`config.mk`:
```
export PLATFORM = sky130hd
export DESIGN_NAME = ppts_ctrl
export DESIGN_NICKNAME = d
export VERILOG_FILES = /design/src/rtl/poisson_passage_term_scorer_defines.svh /design/src/rtl/ppts_pkg.sv /design/src/rtl/ppts_ctrl.sv
export SDC_FILE = /design/constraint.sdc
export NUM_CORES = 1
export LEC_CHECK = 0
export ABC_CLOCK_PERIOD_IN_PS = 5200
export BUFFER_PORTS_ARGS = -buffer_cell sky130_fd_sc_hd__buf_2
export CORE_MARGIN = 5
export CORE_UTILIZATION = 55
export CTS_BUF_LIST = sky130_fd_sc_hd__clkbuf_8
export DETAILED_ROUTE_END_ITERATION = 8
export GPL_ROUTABILITY_DRIVEN = 0
export HOLD_SLACK_MARGIN = 0.08
export PLACE_DENSITY = 0.76
export SLEW_MARGIN = 25
export SYNTH_ARGS = -nofsm -noshare
export SYNTH_HDL_FRONTEND = slang
export SYNTH_SLANG_ARGS = --single-unit
```
`constraint.sdc`:
```
create_clock -name clk -period 5.2 [get_ports clk]
set_input_delay 0.26 -clock clk [delete_from_list [all_inputs] [get_ports clk]]
set_output_delay 0.26 -clock clk [all_outputs]
set_load 0.005 [all_outputs]
```
`src/rtl/poisson_passage_term_scorer_defines.svh`:
```
// Assertion macros for the poisson passage term scorer.
`ifndef POISSON_PASSAGE_TERM_SCORER_DEFINES_SVH
`define POISSON_PASSAGE_TERM_SCORER_DEFINES_SVH
`ifndef SYNTH
// Same-cycle implication, checked out of reset.
`define PPTS_ASSERT_IMP(label, clk, rst_n, ante, cons) \
    label: assert property (@(posedge clk) disable iff (!rst_n) (ante) |-> (cons)) \
        else $error("ppts: same-cycle check failed");
// Next-cycle implication, checked out of reset.
`define PPTS_ASSERT_NXT(label, clk, rst_n, ante, cons) \
    label: assert property (@(posedge clk) disable iff (!rst_n) (ante) |=> (cons)) \
        else $error("ppts: next-cycle check failed");
`else
`define PPTS_ASSERT_IMP(label, clk, rst_n, ante, cons)
`define PPTS_ASSERT_NXT(label, clk, rst_n, ante, cons)
`endif
`endif

```
`src/rtl/ppts_pkg.sv`:
```
// Shared types and constants of the poisson passage term scorer.
`default_nettype none
package ppts_pkg;

    localparam int CFG_W   = 48;
    localparam int N_W     = 48;
    localparam int SCORE_W = 40;
    localparam int PROD_W  = 78;
    localparam int IP_W    = 62;
    localparam int LOG_BITS = 24;

    localparam logic [15:0] MU_RESET = 16'd2500;
    localparam logic [N_W-1:0] N_RESET = 48'd1;
    localparam logic [31:0] LN2_Q32 = 32'd2977044472;

    typedef logic [0:0] cfg_index_t;
    localparam cfg_index_t CFG_SMOOTHING_MU    = 1'b0;
    localparam cfg_index_t CFG_COLLECTION_SIZE = 1'b1;

    typedef struct packed {
        logic [15:0] passage_term_freq;
        logic [39:0] coll_term_freq;
        logic [15:0] passage_length;
        logic        last_term;
    } term_word_t;

    typedef struct packed {
        logic signed [SCORE_W-1:0] passage_score;
        logic                      domain_error;
    } score_word_t;

    typedef enum logic [4:0] {
        OP_NONE,
        OP_FILL_START,
        OP_FILL_LOAD,
        OP_FILL_STORE,
        OP_CAPTURE,
        OP_MUL1,
        OP_MUL2,
        OP_MSUM,
        OP_DIV1,
        OP_IP,
        OP_DIV2,
        OP_LAMBDA,
        OP_LN_NORM,
        OP_LN_SQINIT,
        OP_LN_SQ,
        OP_LN_MAG,
        OP_LN_MUL,
        OP_LN_RND,
        OP_TMUL,
        OP_TSUB1,
        OP_TSUB2,
        OP_ACC
    } dp_op_t;

    typedef struct packed {
        dp_op_t op;
    } dp_cmd_t;

    typedef struct packed {
        logic div_busy;
        logic norm_done;
        logic sq_last;
        logic lam_zero;
        logic fill_last;
        logic out_free;
    } dp_status_t;

endpackage
`default_nettype wire

```
`src/rtl/ppts_ctrl.sv`:
```
// Controller: sequences the table fill after reset and each term through the datapath.
`default_nettype none
module ppts_ctrl
    import ppts_pkg::*;
(
    input  wire logic       clk,
    input  wire logic       rst_n,
    input  wire logic       term_valid,
    output logic            term_stall,
    input  wire dp_status_t status,
    output dp_cmd_t         cmd
);

    typedef enum logic [4:0] {
        S_FILL_START,
        S_FILL_LOAD,
        S_IDLE,
        S_MUL1,
        S_MSUM1,
        S_DIV1_GO,
        S_DIV1_WAIT,
        S_IP,
        S_MUL2,
        S_MSUM2,
        S_DIV2_GO,
        S_DIV2_WAIT,
        S_LAMBDA,
        S_NORM,
        S_SQ,
        S_MAG,
        S_LNMUL,
        S_LNRND,
        S_FSTORE,
        S_TMUL,
        S_TSUB1,
        S_TSUB2,
        S_ACC
    } state_t;

    state_t state_reg;
    state_t state_next;
    logic   stall_reg;
    logic   stall_next;
    logic   fill_reg;
    logic   fill_next;

    always_comb
    begin
        state_next = state_reg;
        stall_next = stall_reg;
        fill_next  = fill_reg;
        cmd.op     = OP_NONE;
        unique case (state_reg)
            S_FILL_START:
            begin
                cmd.op     = OP_FILL_START;
                state_next = S_FILL_LOAD;
            end
            S_FILL_LOAD:
            begin
                cmd.op     = OP_FILL_LOAD;
                state_next = S_NORM;
            end
            S_IDLE:
            begin
                if (term_valid)
                begin
                    cmd.op     = OP_CAPTURE;
                    state_next = S_MUL1;
                    stall_next = 1'b1;
                end
            end
            S_MUL1:
            begin
                cmd.op     = OP_MUL1;
                state_next = S_MSUM1;
            end
            S_MSUM1:
            begin
                cmd.op     = OP_MSUM;
                state_next = S_DIV1_GO;
            end
            S_DIV1_GO:
            begin
                cmd.op     = OP_DIV1;
                state_next = S_DIV1_WAIT;
            end
            S_DIV1_WAIT:
            begin
                if (!status.div_busy)
                    state_next = S_IP;
            end
            S_IP:
            begin
                cmd.op     = OP_IP;
                state_next = S_MUL2;
            end
            S_MUL2:
            begin
                cmd.op     = OP_MUL2;
                state_next = S_MSUM2;
            end
            S_MSUM2:
            begin
                cmd.op     = OP_MSUM;
                state_next = S_DIV2_GO;
            end
            S_DIV2_GO:
            begin
                cmd.op     = OP_DIV2;
                state_next = S_DIV2_WAIT;
            end
            S_DIV2_WAIT:
            begin
                if (!status.div_busy)
                    state_next = S_LAMBDA;
            end
            S_LAMBDA:
            begin
                cmd.op     = OP_LAMBDA;
                state_next = S_NORM;
            end
            S_NORM:
            begin
                // zero rate skips the log entirely
                priority if (!fill_reg && status.lam_zero)
                    state_next = S_TSUB2;
                else if (status.norm_done)
                begin
                    cmd.op     = OP_LN_SQINIT;
                    state_next = S_SQ;
                end
                else
                    cmd.op = OP_LN_NORM;
            end
            S_SQ:
            begin
                cmd.op = OP_LN_SQ;
                if (status.sq_last)
                    state_next = S_MAG;
            end
            S_MAG:
            begin
                cmd.op     = OP_LN_MAG;
                state_next = S_LNMUL;
            end
            S_LNMUL:
            begin
                cmd.op     = OP_LN_MUL;
                state_next = S_LNRND;
            end
            S_LNRND:
            begin
                cmd.op     = OP_LN_RND;
                state_next = fill_reg ? S_FSTORE : S_TMUL;
            end
            S_FSTORE:
            begin
                cmd.op = OP_FILL_STORE;
                if (status.fill_last)
                begin
                    state_next = S_IDLE;
                    stall_next = 1'b0;
                    fill_next  = 1'b0;
                end
                else
                    state_next = S_FILL_LOAD;
            end
            S_TMUL:
            begin
                cmd.op     = OP_TMUL;
                state_next = S_TSUB1;
            end
            S_TSUB1:
            begin
                cmd.op     = OP_TSUB1;
                state_next = S_TSUB2;
            end
            S_TSUB2:
            begin
                cmd.op     = OP_TSUB2;
                state_next = S_ACC;
            end
            S_ACC:
            begin
                // hold until the output register can take a word
                if (status.out_free)
                begin
                    cmd.op     = OP_ACC;
                    state_next = S_IDLE;
                    stall_next = 1'b0;
                end
            end
            default:
            begin
                state_next = S_IDLE;
                stall_next = 1'b0;
            end
        endcase
    end

    always_ff @(posedge clk or negedge rst_n)
    begin
        if (!rst_n)
        begin
            state_reg <= S_FILL_START;
            stall_reg <= 1'b1;
            fill_reg  <= 1'b1;
        end
        else
        begin
            state_reg <= state_next;
            stall_reg <= stall_next;
            fill_reg  <= fill_next;
        end
    end

    assign term_stall = stall_reg;

endmodule
`default_nettype wire

```
=== Yosys cells after proc, flatten, opt, wreduce, memory -nomap -nowiden ===
Index checks and enable logic that the tools add are counted.

* Flip-flop bits (word level): 7
* Bits in latches: 0
* Logic and storage cells: 61
* Output and inout port bits: 6
* Memories: 0
* RAM bits: 0
* Input bits: 9
* Bits in read-only memories: 0

* Eq/ne operators: 29
* Muxes and demuxes: 19
* Shift-type cells: 0
* Bitwise gates (word level): 1
* $mul: 0
* Add/sub/neg operators: 0
* Div/mod/pow operators: 0
* Order comparisons: 0
* Reduce and logical (&&, ||, !) cells: 9

{| class="wikitable"
|+ Operator list
! cell !! number
|-
| $pmux W5 S22 || 1
|-
| $pmux W5 S20 || 1
|-
| $eq A5 B4 Y1 const B || 8
|-
| $mux W5 || 8
|-
| $eq A5 B5 Y1 const B || 7
|-
| $eq A5 B3 Y1 const B || 4
|-
| $reduce_or A20 Y1 || 1
|-
| $ne A2 B2 Y1 const B || 6
|-
| $eq A5 B2 Y1 const B || 2
|-
| $reduce_and A6 Y1 || 1
|-
| $eq A5 B1 Y1 const B || 1
|-
| $logic_not A5 Y1 || 1
|-
| $mux W1 || 5
|-
| $mux W4 || 1
|-
| $pmux W1 S4 || 1
|-
| $reduce_and A4 Y1 || 1
|-
| $reduce_or A2 Y1 || 2
|-
| $mux W3 || 1
|-
| $ne A3 B3 Y1 const B || 1
|-
| $mux W2 || 1
|-
| $reduce_and A2 Y1 || 1
|-
| $logic_and A1 B1 Y1 || 1
|-
| $logic_not A1 Y1 || 1
|-
| $not A1 Y1 || 1
|}

=== Depth between registers and ports, before layout ===
Gate-level depths: netlist of the first run.

* Depth after elaboration: 4
* Mapped depth: 6
* Depth with buffers taken out: 5

=== Worst setup path after synthesis of the first run ===
No wires, ideal clock.

* Path kind: register -> register
* Start: register fill_reg
* End: register state_reg[0]
* Period minus slack after synthesis: 1673 ps
* Path slack: 3527 ps
* Setup time: 125 ps
* Cell stages (with the launch flop): 6
* Buffers on the path: 0
* Required time: 5075 ps
* Arrival time: 1548 ps
* Path through: dfstp_2 > and2b_1 > or3_1 > nor2_2 > nor3_2 > mux2_4

* Longest elaborated chain between the ends: 4
* Elaborated cells on any way between the ends: 7
* Those cells by class: eq/ne (1); mux (3); reduce/logical (3)

{| class="wikitable"
|+ RTL lines
! item !! line !! text
|-
| start: declaration || ppts_ctrl.sv:44 || <nowiki>logic fill_reg;</nowiki>
|-
| start signal: assignment || ppts_ctrl.sv:214 || <nowiki>fill_reg <= fill_next;</nowiki>
|-
| $logic_not A1 Y1 || ppts_ctrl.sv:126 || <nowiki>priority if (!fill_reg && status.lam_zero)</nowiki>
|-
| $logic_and A1 B1 Y1 || ppts_ctrl.sv:126 ||
|-
| $mux W5 / $ne A3 B3 Y1 (equally long branches) || - ||
|-
| $pmux W5 S22 / $reduce_and A6 Y1 (equally long branches) || - ||
|-
| end signal: assignment || ppts_ctrl.sv:212 || <nowiki>state_reg <= state_next;</nowiki>
|-
| end: declaration || ppts_ctrl.sv:40 || <nowiki>state_t state_reg;</nowiki>
|}

Parallel ways exist; a longest one is shown, timed or not.
A chain may end at the register's enable or synchronous reset.

==> results of run 1 <==
cells by family after synthesis:
kind of cell	Yosys count	synth area share [%]
and+or+nand+nor	51	31.1
buffers and inverters	15	11.7
muxes	2	2.93
AOI/OAI and AO/OA	44	33.4
DFF	7	20.8
critical path: cells and delay by family, from the launching register on:
family                 cells  cell delay, ns
flip-flops                 1            0.76
AND/OR/NAND/NOR            3            0.76
buffers and inverters      2            0.42
AO/OA/AOI/OAI              1            0.09
placed cells by master, fill, tap and decap left out, types with 4 or more instances in the layout:
| master | n |
|---|---|
| nor3_1 | 5 |
| a21oi_1 | 9 |
| dfrtp_1 | 5 |
| buf_2 | 14 |
| inv_1 | 5 |
| nor2_1 | 13 |
| o21ai_0 | 11 |
| nand2_1 | 13 |
| a31oi_1 | 4 |
through the flow:
step / utilization (%) / power, mW
after floorplan: - / 0.511
after global placement: 57.9 / 0.571
after detailed placement: 57.9 / 0.581
after CTS: 61.7 / 0.660
after global routing: 61.7 / 0.724
final: 61.7 / 0.659
report_power, final:
group / internal, mW / switching, mW / leakage, nW
logic: 0.192 / 0.195 / 0.287
registers: 0.0808 / 0.117 / 0.0809
clock network: 0.0517 / 0.0224 / 0.0255
worst min path at each step:
| stage | to |
|---|---|
| global route | fill_reg |
| finish | fill_reg |
| global placement | state_reg[4] |
| floorplan | state_reg[0] |
| CTS | fill_reg |
| detailed placement | state_reg[4] |
layout make-up:
type / instances / area, um^2
multi-input combinational: 97 / 576
fill: 140 / 571
sequential: 7 / 178
timing repair buffer: 15 / 80.1
clock buffer: 3 / 41.3
tap: 16 / 20.0
inverter: 5 / 18.8
clock inverter: 1 / 5.00
what timing repair did:
| action | CTS | global route |
|---|---|---|
| buffers inserted | 0 | 0 |
| hold endpoints to repair | 7 | 0 |
| hold buffers | 1 | 0 |
per-layer routing:
layer,vias to the layer above,wire [um]
met3,0,192
met2,46,1070
met1,434,906
met5,-,0
li1,455,-
met4,0,0
==> run_results.csv, run 1 <==
group,metric,value,unit
outcome,status,"finished clean",
worst_setup_path,path_cells,"inv_1, nor3_1, nor3_1, or3_1, o211ai_1, buf_2",
synth,yosysTopAreaCell,"dfrtp_1",
power_and_ir_drop,cellPowerDensity,718,nW/um^2
timing,skew,0.00341,ns
synth,synth_top_area_share,14.7,%
worst_setup_path,crit_slowest_cell,"dfrtp_1",
timing,hold_viol,0,
global_routing,antenna_found_initial,0,
worst_hold_path,hp-class,"in2reg",
floorplanning,dieArea,2440,um^2
worst_setup_path,critPathLaunchType,"flip-flop",
timing,max_freq,397,MHz
timing,slew_headroom,52.8,%
global_routing,track_usage,18.7,%
worst_setup_path,worstSetupEndpointType,"output pin",
global_routing,grt.met2_usage,29.4,%
final_layout,largest_reg_flops,5,
global_routing,use_met3,6.12,%
timing,worst_slack,2.68,ns
clocking,cts.sinks,7,
synth,ys_types,44,
worst_setup_path,arrival,2.26,ns
worst_setup_path,startpoint,"state_reg[2]",
synth,synth-edff-count,0,
floorplanning,core-area,1490,um^2
global_routing,grt_pass1_wl,3680,um
worst_setup_path,critical_path_class,"reg2out",
worst_setup_path,r2r_cells,5,
worst_setup_path,path_common_cell,"nor3_1",
floorplanning,fp.dieW,49.4,um
synth,synth_warnings,0,
route,drc,0,
timing,whs,0.349,ns
route,vias_per_cell,6.49,
worst_setup_path,r2r_start,"state_reg[2]",
final_layout,nets,138,
floorplanning,die_h,49.4,um
clocking,cts.clk_slew.worst_paths,0.04,ns
route,drt_pass1_iterations,4,
worst_setup_path,path_max_fanout,23,
floorplanning,ios,15,
timing,min_period_over_period,48.4,%
route,final_antenna_net_count,0,
synth,synth-async-reset-ratio,100,%
final_layout,stdcell_area,918,um^2
synth,synth.top_cells.by_area,"dfrtp_1 15%, o21ai_0 6.5%, dfstp_2 6.2%, nand2_1 5.7%, nor2_1 5.7%",
timing,fin_tns_setup,0,ns
worst_setup_path,timing.rr.end,"state_reg[0]",
power_and_ir_drop,vdd_drop_max,466,uV
place,io_buffer_count,14,
synth,ys_seq_area_share,20.8,%
synth,syn_area,853,um^2
global_routing,grt_pass1_vias,817,
timing,rsz0062_at_grt,"no",
synth,syn_nets,128,
timing,finalSetupViolations,0,
final_layout,drive_above_1_share,20.3,%
worst_setup_path,r2r_slack,3.11,ns
clocking,h-tree-depth,1,
timing,finalCriticalPeriod,2.52,ns
synth,syn_avg_cell_area,7.17,um^2
clocking,cts_buffers,3,
place,dpl_cell_area,862,um^2
final_layout,stdcell_count,144,
clocking,cts.path.max_buffers,2,
floorplanning,placementRows,14,
clocking,cts_resized,0,
worst_hold_path,holdCritStartpoint,"status[1]",
place,place_hpwl,1550,um
route,routed_wl,2170,um
synth,netlist_top_cells_count,"13 x nand2_1, 13 x nor2_1, 11 x o21ai_0, 9 x a21oi_1",
global_routing,grt_overflow,0,
global_routing,globalRouteMet1Util,25.0,%
synth,ys_ff_latch,7,
power_and_ir_drop,p_leak,0.394,nW
global_routing,grt.busiest_layer,"met2",
timing,worst_slew_pin_slew,0.708,ns
place,placed_cells,139,
route,wl_per_cell,15.1,um
worst_hold_path,worstHoldPathCells,3,
timing,slew_viol_final,0,
global_routing,grt_max_degree,24,
clocking,clockRootBuffer,"clkbuf_8",
floorplanning,initial_core_util,57.3,%
clocking,cts_tree,"built",
route,dr.first_iter.drc_count,41,
final_layout,area_growth,7.62,%
synth,ys.flop_type,"dfrtp_1",
synth,syn_inst,119,
clocking,clock_latency,0.23,ns
final_layout,n_antenna_cell,0,
worst_setup_path,cp_slowest_stage_delay,0.76,ns
place,place_ws,2.95,ns
run,cap_violations,0,
worst_setup_path,crit_path_end,"cmd[0]",
worst_setup_path,cp.required,4.94,ns
route,vias,935,
Power figures use the tool's default switching activity.
==> inputs of run 2 (changes only) <==
--- a/config.mk
+++ b/config.mk
@@ -5,7 +5,8 @@
 export SDC_FILE = /design/constraint.sdc
 export NUM_CORES = 1
 export LEC_CHECK = 0
-export ABC_CLOCK_PERIOD_IN_PS = 5200
+export ABC_AREA = 1
+export ABC_CLOCK_PERIOD_IN_PS = 2400
 export BUFFER_PORTS_ARGS = -buffer_cell sky130_fd_sc_hd__buf_2
 export CORE_MARGIN = 5
 export CORE_UTILIZATION = 55
@@ -13,7 +14,7 @@
 export DETAILED_ROUTE_END_ITERATION = 8
 export GPL_ROUTABILITY_DRIVEN = 0
 export HOLD_SLACK_MARGIN = 0.08
-export PLACE_DENSITY = 0.76
+export PLACE_DENSITY = 0.75
 export SLEW_MARGIN = 25
 export SYNTH_ARGS = -nofsm -noshare
 export SYNTH_HDL_FRONTEND = slang
==> constraint.sdc (replaced) <==
create_clock -name clk -period 2.4 [get_ports clk]
set_input_delay 0.12 -clock clk [delete_from_list [all_inputs] [get_ports clk]]
set_output_delay 0.12 -clock clk [all_outputs]
set_load 0.005 [all_outputs]
==> run_results.csv, run 2 <==
group,metric,value,unit
worst_setup_path,r2r_start,"state_reg[3]",
final_layout,nets,190,
worst_setup_path,critPathBufInv,3,
route,vias_per_cell,6.20,
clocking,cts_tree,"built",
floorplanning,dieArea,2530,um^2
synth,yosysTopAreaCell,"nand2_1",
power_and_ir_drop,vdd_drop_max,967,uV
worst_setup_path,cp.required,2.28,ns
global_routing,antenna_found_initial,0,
worst_setup_path,path_max_fanout,8,
route,vias,1215,
timing,finalCriticalPeriod,2.00,ns
floorplanning,placementRows,14,
power_and_ir_drop,cellPowerDensity,1510,nW/um^2
final_layout,largest_reg_flops,5,
final_layout,multi_input_area,631,um^2
final_layout,area_growth,14.5,%
global_routing,grt_max_degree,9,
synth,syn_nets,172,
timing,slew_headroom,74.1,%
route,drt_pass1_iterations,5,
final_layout,final_cell_mix,"55 x nand2_1, 26 x nor2_1, 16 x nand3_1",
synth,syn_avg_cell_area,5.49,um^2
clocking,cts.clk_slew.worst_paths,0.04,ns
final_layout,fillCellCount,140,
worst_setup_path,startpoint,"state_reg[4]",
synth,synth_warnings,0,
timing,slew_viol_final,0,
route,dr.first_iter.drc_count,86,
final_layout,stdcell_area,1020,um^2
final_layout,regArea,178,um^2
clocking,clockRootBuffer,"clkbuf_8",
route,final_antenna_net_count,0,
synth,ys.flop_type,"dfrtp_1",
timing,skew,0.00150,ns
timing,worst_slew_pin_slew,0.389,ns
outcome,status,"finished clean",
synth,synth-edff-count,0,
clocking,h-tree-depth,1,
final_layout,mostFrequentLayoutCell,"nand2_1",
timing,rsz0062_at_grt,"no",
synth,ys_types,22,
clocking,ctsHoldBuffers,1,
floorplanning,fp.dieW,50.3,um
final_layout,drive_above_1_share,18.9,%
global_routing,track_usage,23.3,%
worst_hold_path,hp-class,"in2reg",
route,routed_wl,2780,um
worst_setup_path,crit_slowest_cell,"dfrtp_1",
synth,synth.most_common_cell,"nand2_1",
global_routing,grt_pass1_vias,1053,
global_routing,grt_overflow,0,
place,dpl_cell_area,970,um^2
worst_setup_path,path_cells,"inv_1, nor2_2, inv_1, nor2_1, nor2_1, nand3_1, a21oi_1, nand2_1, buf_2",
floorplanning,initial_core_util,58.7,%
timing,min_period_over_period,83.4,%
synth,syn_area,895,um^2
timing,whs,0.161,ns
synth,synth-async-reset-ratio,100,%
synth,synth.top_cells.by_area,"nand2_1 23%, dfrtp_1 14%, nor2_1 11%, nand3_1 9.0%, dfstp_2 5.9%",
global_routing,grt_pass1_wl,4620,um
route,drc,0,
floorplanning,ios,15,
clocking,postCtsSetupRepairBufs,0,
synth,synth_top_area_share,23.1,%
final_layout,fin_util,67.2,%
worst_setup_path,cpLargestDelayFamily,"simple AND/OR/NAND/NOR gates",
final_layout,n_antenna_cell,0,
worst_setup_path,worstSetupEndpointType,"output pin",
synth,ys_ff_latch,7,
route,wl_per_cell,14.2,um
timing,fin_tns_setup,0,ns
timing,hold_viol,0,
place,io_buffer_count,14,
worst_setup_path,critPathLaunchType,"flip-flop",
floorplanning,core-area,1520,um^2
timing,finalSetupViolations,0,
worst_hold_path,holdCritStartpoint,"status[1]",
clocking,cts_resized,0,
synth,syn_inst,163,
place,place_hpwl,2240,um
clocking,cts.path.max_buffers,2,
worst_setup_path,critical_path_class,"reg2out",
floorplanning,die_h,50.3,um
clocking,cts.sinks,7,
clocking,clock_latency,0.23,ns
worst_setup_path,cp_slowest_stage_delay,0.57,ns
clocking,cts_buffers,3,
worst_setup_path,arrival,1.88,ns
timing,max_freq,500,MHz
synth,netlist_top_cells_count,"55 x nand2_1, 26 x nor2_1, 16 x nand3_1, 14 x inv_1, 8 x nand4_1",
run,cap_violations,0,
power_and_ir_drop,p_leak,0.632,nW
synth,ys_seq_area_share,19.9,%
run 2: cell count changes after synthesis, moves of 4 or more:
cell | previous run | this run
nand4_1 | 0 | 8
a21oi_1 | 9 | 2
inv_2 | 0 | 5
inv_1 | 5 | 14
nand3_1 | 2 | 16
nor2_1 | 13 | 26
nand2_1 | 13 | 55
o21ai_0 | 11 | 4
clkbuf_1 | 4 | 0
run 2: area by class of cell:
class,instances,share of cell area (%)
well taps,16,1.95
multi-input cells,135,61.5
repair buffers,15,7.81
clock inverters,1,0.366
clock buffers,3,4.03
inverters,19,6.96
flip-flops and latches,7,17.3
run 2: cell families (layout without fill, tap and decap cells):
group,count (synthesis),in the layout,synth area share (%)
flip-flops,7,7,19.9
buffers and inverters,21,38,9.65
AO/OA/AOI/OAI,14,14,9.65
AND/OR/NAND/NOR,121,121,60.8
run 2: metrics by stage:
stage	power (mW)	setup slack, ns	cells
after floorplan	1.07	1.01	163
after global placement	1.36	0.710	191
after detailed placement	1.36	0.705	191
after CTS	1.53	0.459	196
after global routing	1.73	0.312	196
final	1.55	0.398	196
run 2: worst paths after layout:
path	end	slack, ns	depth (start not counted)
worst min register to register	term_stall	0.46	2
worst max register to register	state_reg[1]	0.72	9
min in group asynchronous	state_reg[1]	0.26	2
worst max-delay path	cmd[0]	0.40	9
max in group asynchronous	term_stall	1.92	2
worst min-delay path	fill_reg	0.16	4
run 2: routing by layer:
layer  track usage (%)  share of wire, %
met5                 0                 0
met4              9.79               3.2
met3              7.40                14
met2              34.7                44
met1              30.8                38
run 2: worst reg2reg max path, cell delays in order (launching register included):
cell     delay (ns)
dfrtp_1        0.45
nor2_2         0.31
nand2_2        0.16
nor2_1         0.21
nand2_1        0.13
nand3_1        0.12
nor2_1         0.05
nand2_1        0.07
nand2_1        0.06
nand2_1        0.06
run 2: where the power goes:
part	leakage [nW]	switching (mW)	internal, mW
combinational	0.522	0.714	0.397
clock	0.0269	0.0520	0.111
sequential	0.0822	0.0927	0.180
total	0.632	0.858	0.688
==> inputs of run 3 (changes only) <==
--- a/config.mk
+++ b/config.mk
@@ -5,11 +5,11 @@
 export SDC_FILE = /design/constraint.sdc
 export NUM_CORES = 1
 export LEC_CHECK = 0
-export ABC_AREA = 1
-export ABC_CLOCK_PERIOD_IN_PS = 2400
+export ABC_AREA = 0
+export ABC_CLOCK_PERIOD_IN_PS = 1750
 export BUFFER_PORTS_ARGS = -buffer_cell sky130_fd_sc_hd__buf_2
 export CORE_MARGIN = 5
-export CORE_UTILIZATION = 55
+export CORE_UTILIZATION = 52
 export CTS_BUF_LIST = sky130_fd_sc_hd__clkbuf_8
 export DETAILED_ROUTE_END_ITERATION = 8
 export GPL_ROUTABILITY_DRIVEN = 0
==> constraint.sdc (replaced) <==
create_clock -name clk -period 1.75 [get_ports clk]
set_input_delay 0.0875 -clock clk [delete_from_list [all_inputs] [get_ports clk]]
set_output_delay 0.0875 -clock clk [all_outputs]
set_load 0.005 [all_outputs]
==> run_results.csv, run 3 (same netlist as run 1, synthesis figures left out) <==
group,metric,value,unit
timing,finalSetupViolations,1,
route,vias_per_cell,6.26,
clocking,clock_latency,0.23,ns
final_layout,largest_reg_flops,5,
floorplanning,dieArea,2550,um^2
worst_setup_path,critical_path_class,"reg2out",
timing,whs,0.158,ns
final_layout,fillCellCount,133,
clocking,h-tree-depth,1,
floorplanning,core-area,1520,um^2
route,routed_wl,2620,um
final_layout,area_growth,28.3,%
floorplanning,initial_core_util,56.0,%
route,final_antenna_net_count,0,
timing,worst_slack,-0.0112,ns
clocking,clockRootBuffer,"clkbuf_8",
final_layout,fin_util,71.8,%
clocking,cts.sinks,7,
global_routing,grt_max_degree,20,
worst_hold_path,hp-class,"in2reg",
worst_setup_path,cp.required,1.66,ns
outcome,violations,"negative setup slack",
place,io_buffer_count,14,
route,vias,1020,
floorplanning,die_h,50.5,um
worst_setup_path,worstSetupEndpointType,"output pin",
global_routing,grt_pass1_wl,4290,um
route,wl_per_cell,16.1,um
clocking,cts.path.max_buffers,2,
power_and_ir_drop,cellPowerDensity,2210,nW/um^2
final_layout,mostFrequentLayoutCell,"buf_4",
timing,worst_slew_pin_slew,0.305,ns
final_layout,n_antenna_cell,0,
clocking,cts.clk_slew.worst_paths,0.04,ns
global_routing,grt_overflow,0,
worst_setup_path,path_cells,"buf_6, and2b_2, a311oi_1, or3_1, o211ai_1, buf_2",
floorplanning,placementRows,14,
final_layout,nets,157,
worst_setup_path,path_max_fanout,8,
final_layout,multi_input_area,597,um^2
worst_setup_path,crit_slowest_cell,"dfrtp_2",
global_routing,grt_pass1_vias,939,
power_and_ir_drop,vdd_drop_max,1330,uV
outcome,status,"complete, but fails checks",
timing,finalCriticalPeriod,1.76,ns
timing,rsz0062_at_grt,"yes",
floorplanning,fp.dieW,50.5,um
place,place_hpwl,1880,um
route,dr.first_iter.drc_count,55,
timing,max_freq,568,MHz
clocking,cts_buffers,3,
global_routing,track_usage,21.4,%
final_layout,regArea,180,um^2
timing,fin_tns_setup,-0.0112,ns
floorplanning,ios,15,
worst_setup_path,cp_slowest_stage_delay,0.45,ns
timing,min_period_over_period,101,%
final_layout,drive_above_1_share,33.3,%
worst_setup_path,arrival,1.67,ns
final_layout,final_cell_mix,"16 x buf_4, 14 x buf_2, 13 x nand2_1, 13 x nor2_1, 10 x o21ai_0",
global_routing,antenna_found_initial,0,
power_and_ir_drop,p_leak,0.495,nW
run,cap_violations,0,
timing,skew,0.00483,ns
route,drt_pass1_iterations,4,
worst_setup_path,critPathLaunchType,"flip-flop",
route,drc,0,
clocking,cts_tree,"built",
timing,hold_viol,0,
timing,slew_headroom,79.7,%
timing,slew_viol_final,0,
run 3: final cells by class:
type                       count  share of cell area [%]
timing repair buffer          34                    21.4
tap                           16                    1.83
clock buffer                   3                    3.77
multi-input combinational     97                    54.5
inverter                       5                    1.71
sequential                     7                    16.5
clock inverter                 1                   0.343
run 3: per-stage QoR:
step	area [um^2]	total power, mW	worst slack [ns]	cells
finish	1090	2.42	-0.0112	163
global route	1090	2.63	-0.117	163
CTS	1080	2.37	-0.00194	163
detailed placement	967	1.97	0.0647	153
global placement	967	1.94	0.0861	153
floorplan	853	1.52	0.0774	119
run 3: power by group:
group          switching, mW  internal, mW
Combinational          0.977         0.869
Clock                 0.0772         0.152
Sequential            0.0927         0.251
Total                   1.15          1.27
run 3: worst paths after layout:
kind,slack (ns),from,cells past startpoint,to
min reg2reg,0.47,fill_reg,1,fill_reg
max in group asynchronous,1.30,rst_n,2,term_stall
max,-0.01,state_reg[0],6,cmd[0]
min,0.16,status[1],3,fill_reg
min in group asynchronous,0.22,rst_n,2,state_reg[1]
max reg2reg,0.05,fill_reg,5,state_reg[0]
run 3: routing by layer:
| layer | part of all wire [%] | routed length, um | vias to the layer above | GRT usage [%] |
|---|---|---|---|---|
| met5 | 0 | 0 | - | 0 |
| met4 | 1.9 | 49 | 0 | 8.94 |
| met3 | 9.1 | 239 | 5 | 5.03 |
| met2 | 47 | 1230 | 64 | 32.2 |
| met1 | 42 | 1100 | 460 | 29.0 |
| li1 | - | - | 491 | - |
run 3: worst max-delay path, delay by kind of cell (launching register included):
family,cells,cell delay [ns]
AO/OA/AOI/OAI,2,0.17
buffers and inverters,2,0.30
AND/OR/NAND/NOR,2,0.52
flip-flops,1,0.45
run 3: what timing repair did:
item	in CTS	in global routing
resized for setup	8	2
setup buffers	5	0
hold buffers	1	0
pin swaps	3	1
hold endpoints to repair	7	0
setup endpoints to repair	2	3
